File: src/rtl/crs_pkg.sv
// shared types, constants and helpers for the crash retry scheduler
package crs_pkg;

  localparam int TableEntriesDef = 16;
  localparam int BudgetDepthDef  = 16;
  localparam int TimeW           = 48;
  localparam int SlotW           = 32;
  localparam logic [TimeW-1:0] DenyDelayMs = 48'd2000;
  localparam logic [3:0] AttemptMax = 4'd15;

  typedef enum logic [2:0] {
    ACT_CRASH   = 3'd0,
    ACT_TICK    = 3'd1,
    ACT_RETRY   = 3'd2,
    ACT_CANCEL  = 3'd3,
    ACT_OUTCOME = 3'd4
  } action_t;

  typedef enum logic [2:0] {
    KIND_DONE      = 3'd0,
    KIND_RESPAWN   = 3'd1,
    KIND_GIVE_UP   = 3'd2,
    KIND_FULL      = 3'd3,
    KIND_TICK_DONE = 3'd4
  } kind_t;

  typedef enum logic [2:0] {
    REG_GRACE    = 3'd0,
    REG_LIMIT    = 3'd1,
    REG_BACK1    = 3'd2,
    REG_BACK2    = 3'd3,
    REG_BACK3    = 3'd4,
    REG_BUDGET   = 3'd5,
    REG_WINDOW   = 3'd6,
    REG_ENABLE   = 3'd7
  } reg_idx_t;

  typedef enum logic [3:0] {
    ST_IDLE,
    ST_SEARCH,
    ST_APPLY,
    ST_SCAN,
    ST_EXPIRE,
    ST_DECIDE,
    ST_EMIT,
    ST_FINISH,
    ST_OUT
  } state_t;

  // controller to datapath
  typedef struct packed {
    logic search_clear;
    logic search_step;
    logic apply;
    logic scan_clear;
    logic scan_next;
    logic expire_pop;
    logic deny;
    logic allow;
    logic emit_entry;
    logic emit_final;
  } cmd_t;

  // datapath to controller
  typedef struct packed {
    logic search_done;
    logic is_tick;
    logic scan_done;
    logic cur_due;
    logic expire_needed;
    logic over_budget;
    logic out_busy;
  } status_t;

  // saturating time add
  function automatic logic [TimeW-1:0] sat_add(input logic [TimeW-1:0] t,
                                              input logic [TimeW-1:0] d);
    logic [TimeW:0] s;
    s = {1'b0, t} + {1'b0, d};
    return s[TimeW] ? {TimeW{1'b1}} : s[TimeW-1:0];
  endfunction

endpackage

File: src/rtl/crs_ctrl.sv
// controller state machine for the crash retry scheduler
module crs_ctrl import crs_pkg::*; (
  input  logic    clk,
  input  logic    rst,
  input  logic    start,
  output logic    busy,
  input  status_t sts,
  output cmd_t    cmd
);

  state_t state, state_next;

  always_ff @(posedge clk) begin
    if (rst) state <= ST_IDLE;
    else state <= state_next;
  end

  always_comb begin
    state_next = state;
    cmd = '0;
    busy = (state != ST_IDLE);
    case (state)
      ST_IDLE: begin
        if (start) begin
          cmd.search_clear = 1'b1;
          state_next = ST_SEARCH;
        end
      end
      ST_SEARCH: begin
        if (sts.is_tick) begin
          cmd.scan_clear = 1'b1;
          state_next = ST_SCAN;
        end else if (sts.search_done) begin
          state_next = ST_APPLY;
        end else begin
          cmd.search_step = 1'b1;
        end
      end
      ST_APPLY: begin
        if (!sts.out_busy) begin
          cmd.apply = 1'b1;
          state_next = ST_IDLE;
        end
      end
      ST_SCAN: begin
        if (sts.scan_done) begin
          state_next = ST_FINISH;
        end else if (sts.cur_due) begin
          state_next = ST_EXPIRE;
        end else begin
          cmd.scan_next = 1'b1;
        end
      end
      ST_EXPIRE: begin
        if (sts.expire_needed) cmd.expire_pop = 1'b1;
        else state_next = ST_DECIDE;
      end
      ST_DECIDE: begin
        if (sts.over_budget) begin
          cmd.deny = 1'b1;
          cmd.scan_next = 1'b1;
          state_next = ST_SCAN;
        end else if (!sts.out_busy) begin
          // allow loads the result fields, so the previous beat must be gone
          cmd.allow = 1'b1;
          state_next = ST_EMIT;
        end
      end
      ST_EMIT: begin
        if (!sts.out_busy) begin
          cmd.emit_entry = 1'b1;
          cmd.scan_next = 1'b1;
          state_next = ST_SCAN;
        end
      end
      ST_FINISH: begin
        if (!sts.out_busy) begin
          cmd.emit_final = 1'b1;
          state_next = ST_IDLE;
        end
      end
      default: state_next = ST_IDLE;
    endcase
  end

endmodule

File: src/rtl/crs_datapath.sv
// table, budget ring and result register of the crash retry scheduler
module crs_datapath import crs_pkg::*; #(
  parameter int TABLE_ENTRIES = TableEntriesDef,
  parameter int BUDGET_DEPTH  = BudgetDepthDef
) (
  input  logic        clk,
  input  logic        rst,
  input  logic        cfg_tvalid,
  input  logic [2:0]  cfg_index,
  input  logic [31:0] cfg_data,
  input  logic        in_take,
  input  logic [2:0]  in_action,
  input  logic [SlotW-1:0] in_slot,
  input  logic [TimeW-1:0] in_now,
  input  logic        in_immediate,
  input  logic        in_ok,
  input  cmd_t        cmd,
  output status_t     sts,
  output logic        m_tvalid,
  input  logic        m_tready,
  output logic [47:0] m_tdata,
  output logic [2:0]  m_tuser,
  output logic        m_tlast
);

  localparam int IdxW = (TABLE_ENTRIES > 1) ? $clog2(TABLE_ENTRIES) : 1;
  localparam int CntW = $clog2(TABLE_ENTRIES + 1);
  localparam int BIdxW = (BUDGET_DEPTH > 1) ? $clog2(BUDGET_DEPTH) : 1;
  localparam int BCntW = $clog2(BUDGET_DEPTH + 1);
  localparam int OutCntW = (CntW > 5) ? CntW : 5;

  // configuration
  logic [19:0] grace_ms, back1_ms, back2_ms, back3_ms;
  logic [3:0]  attempt_limit;
  logic [4:0]  attempt_budget;
  logic [31:0] window_ms;
  logic        respawn_enable;

  always_ff @(posedge clk) begin
    if (rst) begin
      grace_ms <= 20'd1000; attempt_limit <= 4'd3;
      back1_ms <= 20'd1000; back2_ms <= 20'd2000; back3_ms <= 20'd4000;
      attempt_budget <= 5'd8; window_ms <= 32'd10000; respawn_enable <= 1'b1;
    end else if (cfg_tvalid) begin
      case (reg_idx_t'(cfg_index))
        REG_GRACE:  grace_ms <= cfg_data[19:0];
        REG_LIMIT:  attempt_limit <= cfg_data[3:0];
        REG_BACK1:  back1_ms <= cfg_data[19:0];
        REG_BACK2:  back2_ms <= cfg_data[19:0];
        REG_BACK3:  back3_ms <= cfg_data[19:0];
        REG_BUDGET: attempt_budget <= cfg_data[4:0];
        REG_WINDOW: window_ms <= cfg_data;
        REG_ENABLE: respawn_enable <= cfg_data[0];
        default: ;
      endcase
    end
  end

  // held input item
  logic [2:0]       act;
  logic [SlotW-1:0] slot;
  logic [TimeW-1:0] now;
  logic             immediate, ok;
  always_ff @(posedge clk) begin
    if (in_take) begin
      act <= in_action; slot <= in_slot; now <= in_now;
      immediate <= in_immediate; ok <= in_ok;
    end
  end

  // table
  logic [TABLE_ENTRIES-1:0] valid, pending;
  logic [SlotW-1:0] ent_slot [TABLE_ENTRIES];
  logic [TimeW-1:0] ent_time [TABLE_ENTRIES];
  logic [3:0]       ent_att  [TABLE_ENTRIES];
  logic [CntW-1:0]  count;

  // budget ring
  logic [TimeW-1:0] times [BUDGET_DEPTH];
  logic [BIdxW-1:0] head;
  logic [BCntW-1:0] tcount;

  // search state: one entry a cycle
  logic [CntW-1:0] sidx;
  logic            found, free_found;
  logic [IdxW-1:0] hit, free_idx;
  logic [IdxW-1:0] sidx_i;
  assign sidx_i = sidx[IdxW-1:0];
  assign sts.search_done = (sidx == CntW'(TABLE_ENTRIES));
  assign sts.is_tick = (act == ACT_TICK);

  always_ff @(posedge clk) begin
    if (cmd.search_clear) begin
      sidx <= '0; found <= 1'b0; free_found <= 1'b0;
    end else if (cmd.search_step) begin
      sidx <= sidx + 1'b1;
      if (valid[sidx_i] && ent_slot[sidx_i] == slot && !found) begin
        found <= 1'b1; hit <= sidx_i;
      end
      if (!valid[sidx_i] && !free_found) begin
        free_found <= 1'b1; free_idx <= sidx_i;
      end
    end else if (cmd.scan_clear) begin
      sidx <= '0;
    end else if (cmd.scan_next) begin
      sidx <= sidx + 1'b1;
    end
  end

  // scan decisions; due snapshot taken at tick start
  logic [TABLE_ENTRIES-1:0] due;
  logic trip;
  logic [BCntW-1:0] budget;
  logic [TimeW:0] exp_sum;
  assign budget = (32'(attempt_budget) > 32'(BUDGET_DEPTH)) ? BCntW'(BUDGET_DEPTH)
                                                           : BCntW'(attempt_budget);
  assign sts.scan_done = sts.search_done;
  assign sts.cur_due = due[sidx_i] && respawn_enable;
  assign exp_sum = {1'b0, times[head]} + {17'd0, window_ms};
  assign sts.expire_needed = (tcount != '0) && (exp_sum <= {1'b0, now});
  assign sts.over_budget = (tcount >= budget);

  logic [3:0] att_inc;
  assign att_inc = (ent_att[sidx_i] < AttemptMax) ? ent_att[sidx_i] + 4'd1 : AttemptMax;

  logic [TimeW-1:0] backoff;
  always_comb begin
    if (ent_att[hit] >= 4'd3) backoff = TimeW'(back3_ms);
    else if (ent_att[hit] == 4'd2) backoff = TimeW'(back2_ms);
    else backoff = TimeW'(back1_ms);
  end

  logic [BIdxW:0] tail_sum;
  logic [BIdxW-1:0] tail;
  always_comb begin
    tail_sum = {1'b0, head} + (BIdxW+1)'(tcount);
    if (tail_sum >= (BIdxW+1)'(BUDGET_DEPTH)) tail_sum = tail_sum - (BIdxW+1)'(BUDGET_DEPTH);
    tail = tail_sum[BIdxW-1:0];
  end

  // output register
  logic [2:0]       o_kind;
  logic [SlotW-1:0] o_slot;
  logic [3:0]       o_att;
  logic             o_trip, o_last;
  logic [CntW-1:0]  o_count;
  assign sts.out_busy = m_tvalid && !m_tready;

  logic gone;
  assign gone = (att_inc > attempt_limit);

  // result fields of a non-tick item
  logic [2:0]      ap_kind;
  logic [3:0]      ap_att;
  logic [CntW-1:0] ap_count;
  always_comb begin
    ap_kind = KIND_DONE;
    ap_att = '0;
    ap_count = count;
    case (act)
      ACT_CRASH: begin
        if (found) ap_att = ent_att[hit];
        else if (free_found) ap_count = count + 1'b1;
        else ap_kind = KIND_FULL;
      end
      ACT_RETRY: if (found) ap_att = ent_att[hit];
      ACT_CANCEL: if (found) ap_count = count - 1'b1;
      ACT_OUTCOME: if (found) begin
        if (ok) ap_count = count - 1'b1;
        else ap_att = ent_att[hit];
      end
      default: if (found) ap_att = ent_att[hit];
    endcase
  end

  always_ff @(posedge clk) begin
    if (rst) begin
      valid <= '0; pending <= '0; count <= '0;
      head <= '0; tcount <= '0; m_tvalid <= 1'b0;
    end else begin
      if (cmd.emit_entry || cmd.emit_final || cmd.apply) m_tvalid <= 1'b1;
      else if (m_tvalid && m_tready) m_tvalid <= 1'b0;
      if (cmd.scan_clear) begin
        for (int i = 0; i < TABLE_ENTRIES; i++)
          due[i] <= valid[i] && pending[i] && (now >= ent_time[i]);
        trip <= 1'b0;
      end
      if (cmd.expire_pop) begin
        head <= (head == BIdxW'(BUDGET_DEPTH - 1)) ? '0 : head + 1'b1;
        tcount <= tcount - 1'b1;
      end
      if (cmd.deny) begin
        ent_time[sidx_i] <= sat_add(now, DenyDelayMs);
        trip <= 1'b1;
      end
      if (cmd.allow) begin
        times[tail] <= now;
        tcount <= tcount + 1'b1;
        ent_att[sidx_i] <= att_inc;
        pending[sidx_i] <= 1'b0;
        if (gone) begin
          valid[sidx_i] <= 1'b0;
          count <= count - 1'b1;
        end
        o_kind <= gone ? KIND_GIVE_UP : KIND_RESPAWN;
        o_slot <= ent_slot[sidx_i];
        o_att <= att_inc;
      end
      if (cmd.emit_entry) begin
        o_trip <= 1'b0; o_last <= 1'b0; o_count <= count;
      end
      if (cmd.emit_final) begin
        o_kind <= KIND_TICK_DONE; o_slot <= '0; o_att <= '0;
        o_trip <= trip; o_last <= 1'b1; o_count <= count;
      end
      if (cmd.apply) begin
        o_kind <= ap_kind; o_slot <= slot; o_att <= ap_att;
        o_trip <= 1'b0; o_last <= 1'b1; o_count <= ap_count;
        case (act)
          ACT_CRASH: begin
            if (found) begin
              ent_time[hit] <= sat_add(now, TimeW'(grace_ms));
              pending[hit] <= 1'b1;
            end else if (free_found) begin
              valid[free_idx] <= 1'b1; pending[free_idx] <= 1'b1;
              ent_slot[free_idx] <= slot; ent_att[free_idx] <= '0;
              ent_time[free_idx] <= sat_add(now, TimeW'(grace_ms));
              count <= count + 1'b1;
            end
          end
          ACT_RETRY: if (found) begin
            if (immediate) ent_time[hit] <= '0;
            pending[hit] <= 1'b1;
          end
          ACT_CANCEL: if (found) begin
            valid[hit] <= 1'b0; pending[hit] <= 1'b0;
            count <= count - 1'b1;
          end
          ACT_OUTCOME: if (found) begin
            if (ok) begin
              valid[hit] <= 1'b0; pending[hit] <= 1'b0;
              count <= count - 1'b1;
            end else begin
              ent_time[hit] <= sat_add(now, backoff);
              pending[hit] <= 1'b1;
            end
          end
          default: ;
        endcase
      end
    end
  end

  logic [OutCntW-1:0] o_count_w;
  assign o_count_w = OutCntW'(o_count);
  assign m_tuser = o_kind;
  assign m_tlast = o_last;
  assign m_tdata = {6'd0, o_count_w[4:0], o_trip, o_att, o_slot};

endmodule

File: src/rtl/crash_retry_scheduler.sv
// top level of the crash retry scheduler
//
// channel  direction  tdata / payload                         tuser    tlast
// s_axis   in         slot_id, now_ms, immediate, ok          action   -
// m_axis   out        out_slot_id, attempt_number, trip, cnt  kind     last
// cfg      in         index 3 bits, data 32 bits              -        -
//
// a non-tick item first runs the slot search, which walks the table one entry a
// cycle; a tick scans every entry, with expire and decide for each due entry and
// emit for each allowed one. one item is in work at a time.
// reset is synchronous and clears the table valid flags and the budget ring.
// a stalled result holds the controller before it loads the next result.
module crash_retry_scheduler import crs_pkg::*; #(
  parameter int TABLE_ENTRIES = TableEntriesDef,
  parameter int BUDGET_DEPTH  = BudgetDepthDef
) (
  input  logic        clk,
  input  logic        rst,
  input  logic        s_axis_tvalid,
  output logic        s_axis_tready,
  // slot_id[31:0], now_ms[79:32], immediate[80], outcome_ok[81]
  input  logic [87:0] s_axis_tdata,
  // action[2:0]
  input  logic [2:0]  s_axis_tuser,
  output logic        m_axis_tvalid,
  input  logic        m_axis_tready,
  // out_slot_id[31:0], attempt_number[35:32], breaker_tripped[36],
  // entry_count[41:37]
  output logic [47:0] m_axis_tdata,
  // kind[2:0]
  output logic [2:0]  m_axis_tuser,
  output logic        m_axis_tlast,
  input  logic        cfg_valid,
  output logic        cfg_ready,
  input  logic [2:0]  cfg_index,
  input  logic [31:0] cfg_data
);

  cmd_t    cmd;
  status_t sts;
  logic    busy, take;

  assign s_axis_tready = !busy;
  assign take = s_axis_tvalid && s_axis_tready;
  assign cfg_ready = 1'b1;

  crs_ctrl u_ctrl (
    .clk(clk), .rst(rst), .start(take), .busy(busy), .sts(sts), .cmd(cmd)
  );

  crs_datapath #(.TABLE_ENTRIES(TABLE_ENTRIES), .BUDGET_DEPTH(BUDGET_DEPTH)) u_dp (
    .clk(clk), .rst(rst),
    .cfg_tvalid(cfg_valid), .cfg_index(cfg_index), .cfg_data(cfg_data),
    .in_take(take),
    .in_action(s_axis_tuser),
    .in_slot(s_axis_tdata[31:0]),
    .in_now(s_axis_tdata[79:32]),
    .in_immediate(s_axis_tdata[80]),
    .in_ok(s_axis_tdata[81]),
    .cmd(cmd), .sts(sts),
    .m_tvalid(m_axis_tvalid), .m_tready(m_axis_tready),
    .m_tdata(m_axis_tdata), .m_tuser(m_axis_tuser), .m_tlast(m_axis_tlast)
  );

endmodule

File: config.mk
export PLATFORM = sky130hd
export DESIGN_NAME = crash_retry_scheduler
export DESIGN_NICKNAME = d
export VERILOG_FILES = /design/src/rtl/crs_pkg.sv /design/src/rtl/crs_ctrl.sv /design/src/rtl/crs_datapath.sv /design/src/rtl/crash_retry_scheduler.sv
export SDC_FILE = /design/constraint.sdc
export NUM_CORES = 2
export LEC_CHECK = 0
export ABC_CLOCK_PERIOD_IN_PS = 9700
export BUFFER_PORTS_ARGS = -buffer_cell sky130_fd_sc_hd__buf_2
export CELL_PAD_IN_SITES_DETAIL_PLACEMENT = 0
export CELL_PAD_IN_SITES_GLOBAL_PLACEMENT = 1
export CORE_UTILIZATION = 40
export CTS_CLUSTER_DIAMETER = 150
export CTS_CLUSTER_SIZE = 40
export DETAILED_ROUTE_END_ITERATION = 8
export HOLD_SLACK_MARGIN = 0.1
export PLACE_DENSITY_LB_ADDON = 0.15
export SYNTH_ARGS = -nofsm -noshare
export SYNTH_HDL_FRONTEND = slang
export SYNTH_HIERARCHICAL = 1
export SYNTH_SLANG_ARGS = --single-unit
File: constraint.sdc
create_clock -name clk -period 9.7 [get_ports clk]
set_clock_uncertainty 0.05 [all_clocks]
set_input_delay 0.97 -clock clk [delete_from_list [all_inputs] [get_ports clk]]
set_output_delay 0.97 -clock clk [all_outputs]
set_load 0.03 [all_outputs]
==> impl_results.md <==
- Arr. time, crit path: 9.86 ns
- Fraction of synthesized area in multiplexers: 0.0839
- Hpwl dp: 257000 um
- Logic pwr share: 0.258
- Vias/cell: 5.79
- Mapped Area: 0.125 sq mm
- Iteration-0 DRC Markers: 8226
- Hold path depth: 1
- Complex-gate fraction of the synthesized area: 0.112
- Register-to-Register Path Depth: 27
- Status: complete, no violations
- Share of cells above drive strength 1: 0.115
- Seq cells post-synth: 2459
- Internal power: 0.0157 W
- CTS Hold Bufs: 0
- Core Area: 0.310 sq mm
- # Max-Cap Violations: 0
- EDFF count, synth: 2204
- Vias in the first global route: 80000
- Final hold vios: 0
- Switch share: 0.328
- CTS tree: yes
- Clock Pin Slew Worst Setup and Hold Paths: 0.14 ns
- Final GP Congestion: 0.888
- Max Fclk: 0.110 GHz
- Top FF cell, synth: edfxtp_1
- Die width: 561 um
- First-pass GRT wire length: 572000 um
- GRT Residual Overflow: 0
- Die height: 561 um
- Initial Util: 0.404
- Worst Setup End Kind: flip-flop
- CP Max Fanout: 24
- Clk pwr share: 0.207
- Mean Syn Cell Area: 12.3 sq um
- Total GRT Usage: 0.249
- Die Area: 0.315 sq mm
- CTS Buffer Depth: 4
- Post-CTS Setup Inserts: 0
- Syn Inst Count: 10200
- DR vias: 83300
- Cell Area, Placed: 0.132 sq mm
- Port Buf Inserts: 172
- Post-CTS sizing: 0
- Number of antenna violations at the first check in global routing: 17
- TNS Setup: 0 ns
- Residual DRC: 0
- H-tree depth: 3
- Fin nets: 11300
- Drt total wl: 399000 um
- WL/cell: 27.7 um
- Finished Cell Area: 0.134 sq mm
- Post-synthesis sequential area ratio: 0.570
- Seq pwr share: 0.535
- Startpoint Class: flip-flop
- Area share of fa/ha/maj cells after synthesis: 0.0920
- Max-slew headroom: 0.179
- Yosys cell types: 103
- YS warnings: 6
- Worst skew pair latency: 0.89 ns
- Switching power of the nets: 0.00765 W
- CP Data Required Time: 10.45 ns
- FFs w/ async S/R, synth: 0
- Area Growth Syn to Fin: 7.11%
- Post-Synth XOR/XNOR Area: 0.0116
- Tot Pwr: 0.0233 W
- Leak Pwr: 50.0 nW
- PwrDens: 174 mW/mm^2
- Fillers: 28600
- DRT Pass-1 Iters: 6
- Inserted Clock Buffers: 77
- Synth Area in Simple Gates: 0.0872
- Top Ports: 186
- Worst setup path class: reg -> reg
- RSZ-0062 raised after global routing: no
- Post-route antenna net violation count: 0
- Hold WC Path Type: in -> reg
- Main combinational cell family by area after synthesis: compound AO/OA/AOI/OAI gates
- Clock sink count: 2459
- Crit share post-route: 0.940
- # rows: 204
- Max-slew violations: 0
- Final setup viols: 0
- Slew @ Worst Pin: 1.23 ns
- Fin crit period: 9.11 ns
- Worst IR drop on VDD: 0.000143 V
- Largest net degree at the start of global routing: 70
- Root Buffer: clkbuf_16
-- through the flow --
stage / hold slack [ns] / setup slack [ns] / util / cells
after floorplan: 0.377 / 1.72 / - / 10200
after global placement: 0.392 / 0.349 / 0.425 / 14300
after detailed placement: 0.397 / 0.296 / 0.425 / 14300
after CTS: 0.146 / 0.240 / 0.432 / 14400
after global routing: 0.154 / 0.171 / 0.432 / 14400
final: 0.202 / 0.586 / 0.432 / 14400
-- path summary, 6_finish.rpt --
path | startpoint | endpoint | slack [ns]
min reg2reg | u_dp/back3_ms[16] | u_dp/back3_ms[16] | 0.42
min | s_axis_tdata[56] | u_dp/now[24] | 0.20
max | flip-flop | u_dp/head[3] | 0.59
max reg2reg | flip-flop | u_dp/head[3] | 0.59
-- registers in the layout, indices dropped and copies added, names as in the netlist, 32 cells and up, named ones only --
register,flops
u_dp/ent_time,768
u_dp/o_slot,32
u_dp/ent_att,64
u_dp/now,48
u_dp/window_ms,32
u_dp/ent_slot,512
u_dp/times,768
u_dp/slot,32
-- cell usage in the layout, fill, tap and decap left out, types with 41 or more instances in the layout --
cell type	netlist	routed
a21o_1	316	316
nand3_1	115	113
a21oi_1	1057	1049
edfxtp_1	2204	2204
o21ai_0	421	418
xnor2_1	105	105
mux4_2	404	404
ha_1	912	912
mux2i_1	127	127
clkbuf_16	0	79
clkbuf_1	311	41
nor3_1	73	64
nand2b_1	68	68
nand4_1	178	178
nor2_4	0	43
buf_4	31	272
xor2_1	60	60
nand2_1	775	759
a211oi_1	79	78
nor2_1	938	889
inv_1	856	856
buf_2	118	171
nor2b_1	86	84
dfxtp_1	255	247
a31oi_1	53	44
-- synth_stat cells, types with 13 or more instances --
cell type  number  area, sq um
buf_2         118          591
or4_1          15          113
and2_1         21          131
a211oi_1       79          593
a2111oi_0      21          184
buf_1          36          135
mux2i_1       127         1270
xor2_1         60          526
nand2b_1       68          425
nand2_1       775         2910
ha_1          912        11400
and3_1         31          194
clkbuf_1      311         1170
nor4_1         24          150
o211ai_1       22          165
nand3_1       115          576
or3_1          28          175
a31oi_1        53          332
a21oi_1      1057         5290
a21oi_2        24          210
nor3_1         73          365
buf_4          31          233
nand4_1       178         1110
xnor2_1       105          920
a221oi_1       19          166
a21boi_0       19          143
o22ai_1        41          257
mux4_2        404         9100
nor2b_1        86          538
edfxtp_1     2204        66200
a22o_1         22          193
o2111ai_1      21          184
dfxtp_1       255         5100
or2_2          19          119
inv_1         856         3210
nor2_1        938         3520
a22oi_1        18          135
o21a_1         39          293
a21o_1        316         2370
a211o_1        13          114
a31o_2         21          184
o21ai_0       421         2110
-- worst max-delay path: stages (launching register included) --
cell,delay (ns)
dfxtp_4,0.77
buf_12,0.29
mux4_2,0.51
mux4_2,0.54
ha_1,0.27
or3_1,0.37
a2111oi_0,0.70
nor4b_1,0.18
o21ai_1,0.44
o22ai_1,0.26
o311a_1,0.39
nor2_2,0.39
xnor2_1,0.16
ha_1,0.33
nand4_1,0.11
or2_2,0.34
nor4_1,0.61
a31oi_1,0.16
o21ai_0,0.18
o21ai_0,0.15
a31oi_1,0.42
buf_4,0.24
nand2_1,0.08
nor3_1,0.18
buf_4,0.24
nand2_1,0.08
or3_1,0.34
a21oi_1,0.20
-- cell families after synthesis --
logic type,after synthesis
AOI/OAI and AO/OA,2308
xor gates and xnor gates,165
adders and majority gates,917
buffers and inverters,1370
DFF,2459
muxes,542
other,2
and+or+nand+nor,2435
-- routing by layer --
layer,track usage,share of wire
met1,0.366,0.46
met2,0.400,0.46
met3,0.0224,0.060
met4,0.0534,0.023
met5,0,0.000093
-- power by group through the flow --
stage                     sequential [W]  clock [W]  combinational, W
after CTS                         0.0125    0.00498           0.00597
after floorplan                   0.0128          0           0.00339
after global routing              0.0125    0.00527           0.00651
final                             0.0125    0.00483           0.00601
after detailed placement          0.0127          0           0.00594
after global placement            0.0127          0           0.00582
-- final cells by class --
class	count	area [sq um]	share of cell area
tap	4120	5150	0.0385
inverter	859	3220	0.0241
clock inverter	9	139	0.00104
sequential	2459	71300	0.532
antenna	6	15.0	0.000112
multi-input combinational	6374	49100	0.366
clock buffer	120	2130	0.0159
timing repair buffer	446	2950	0.0220
(Power assumes the default switching activity.)
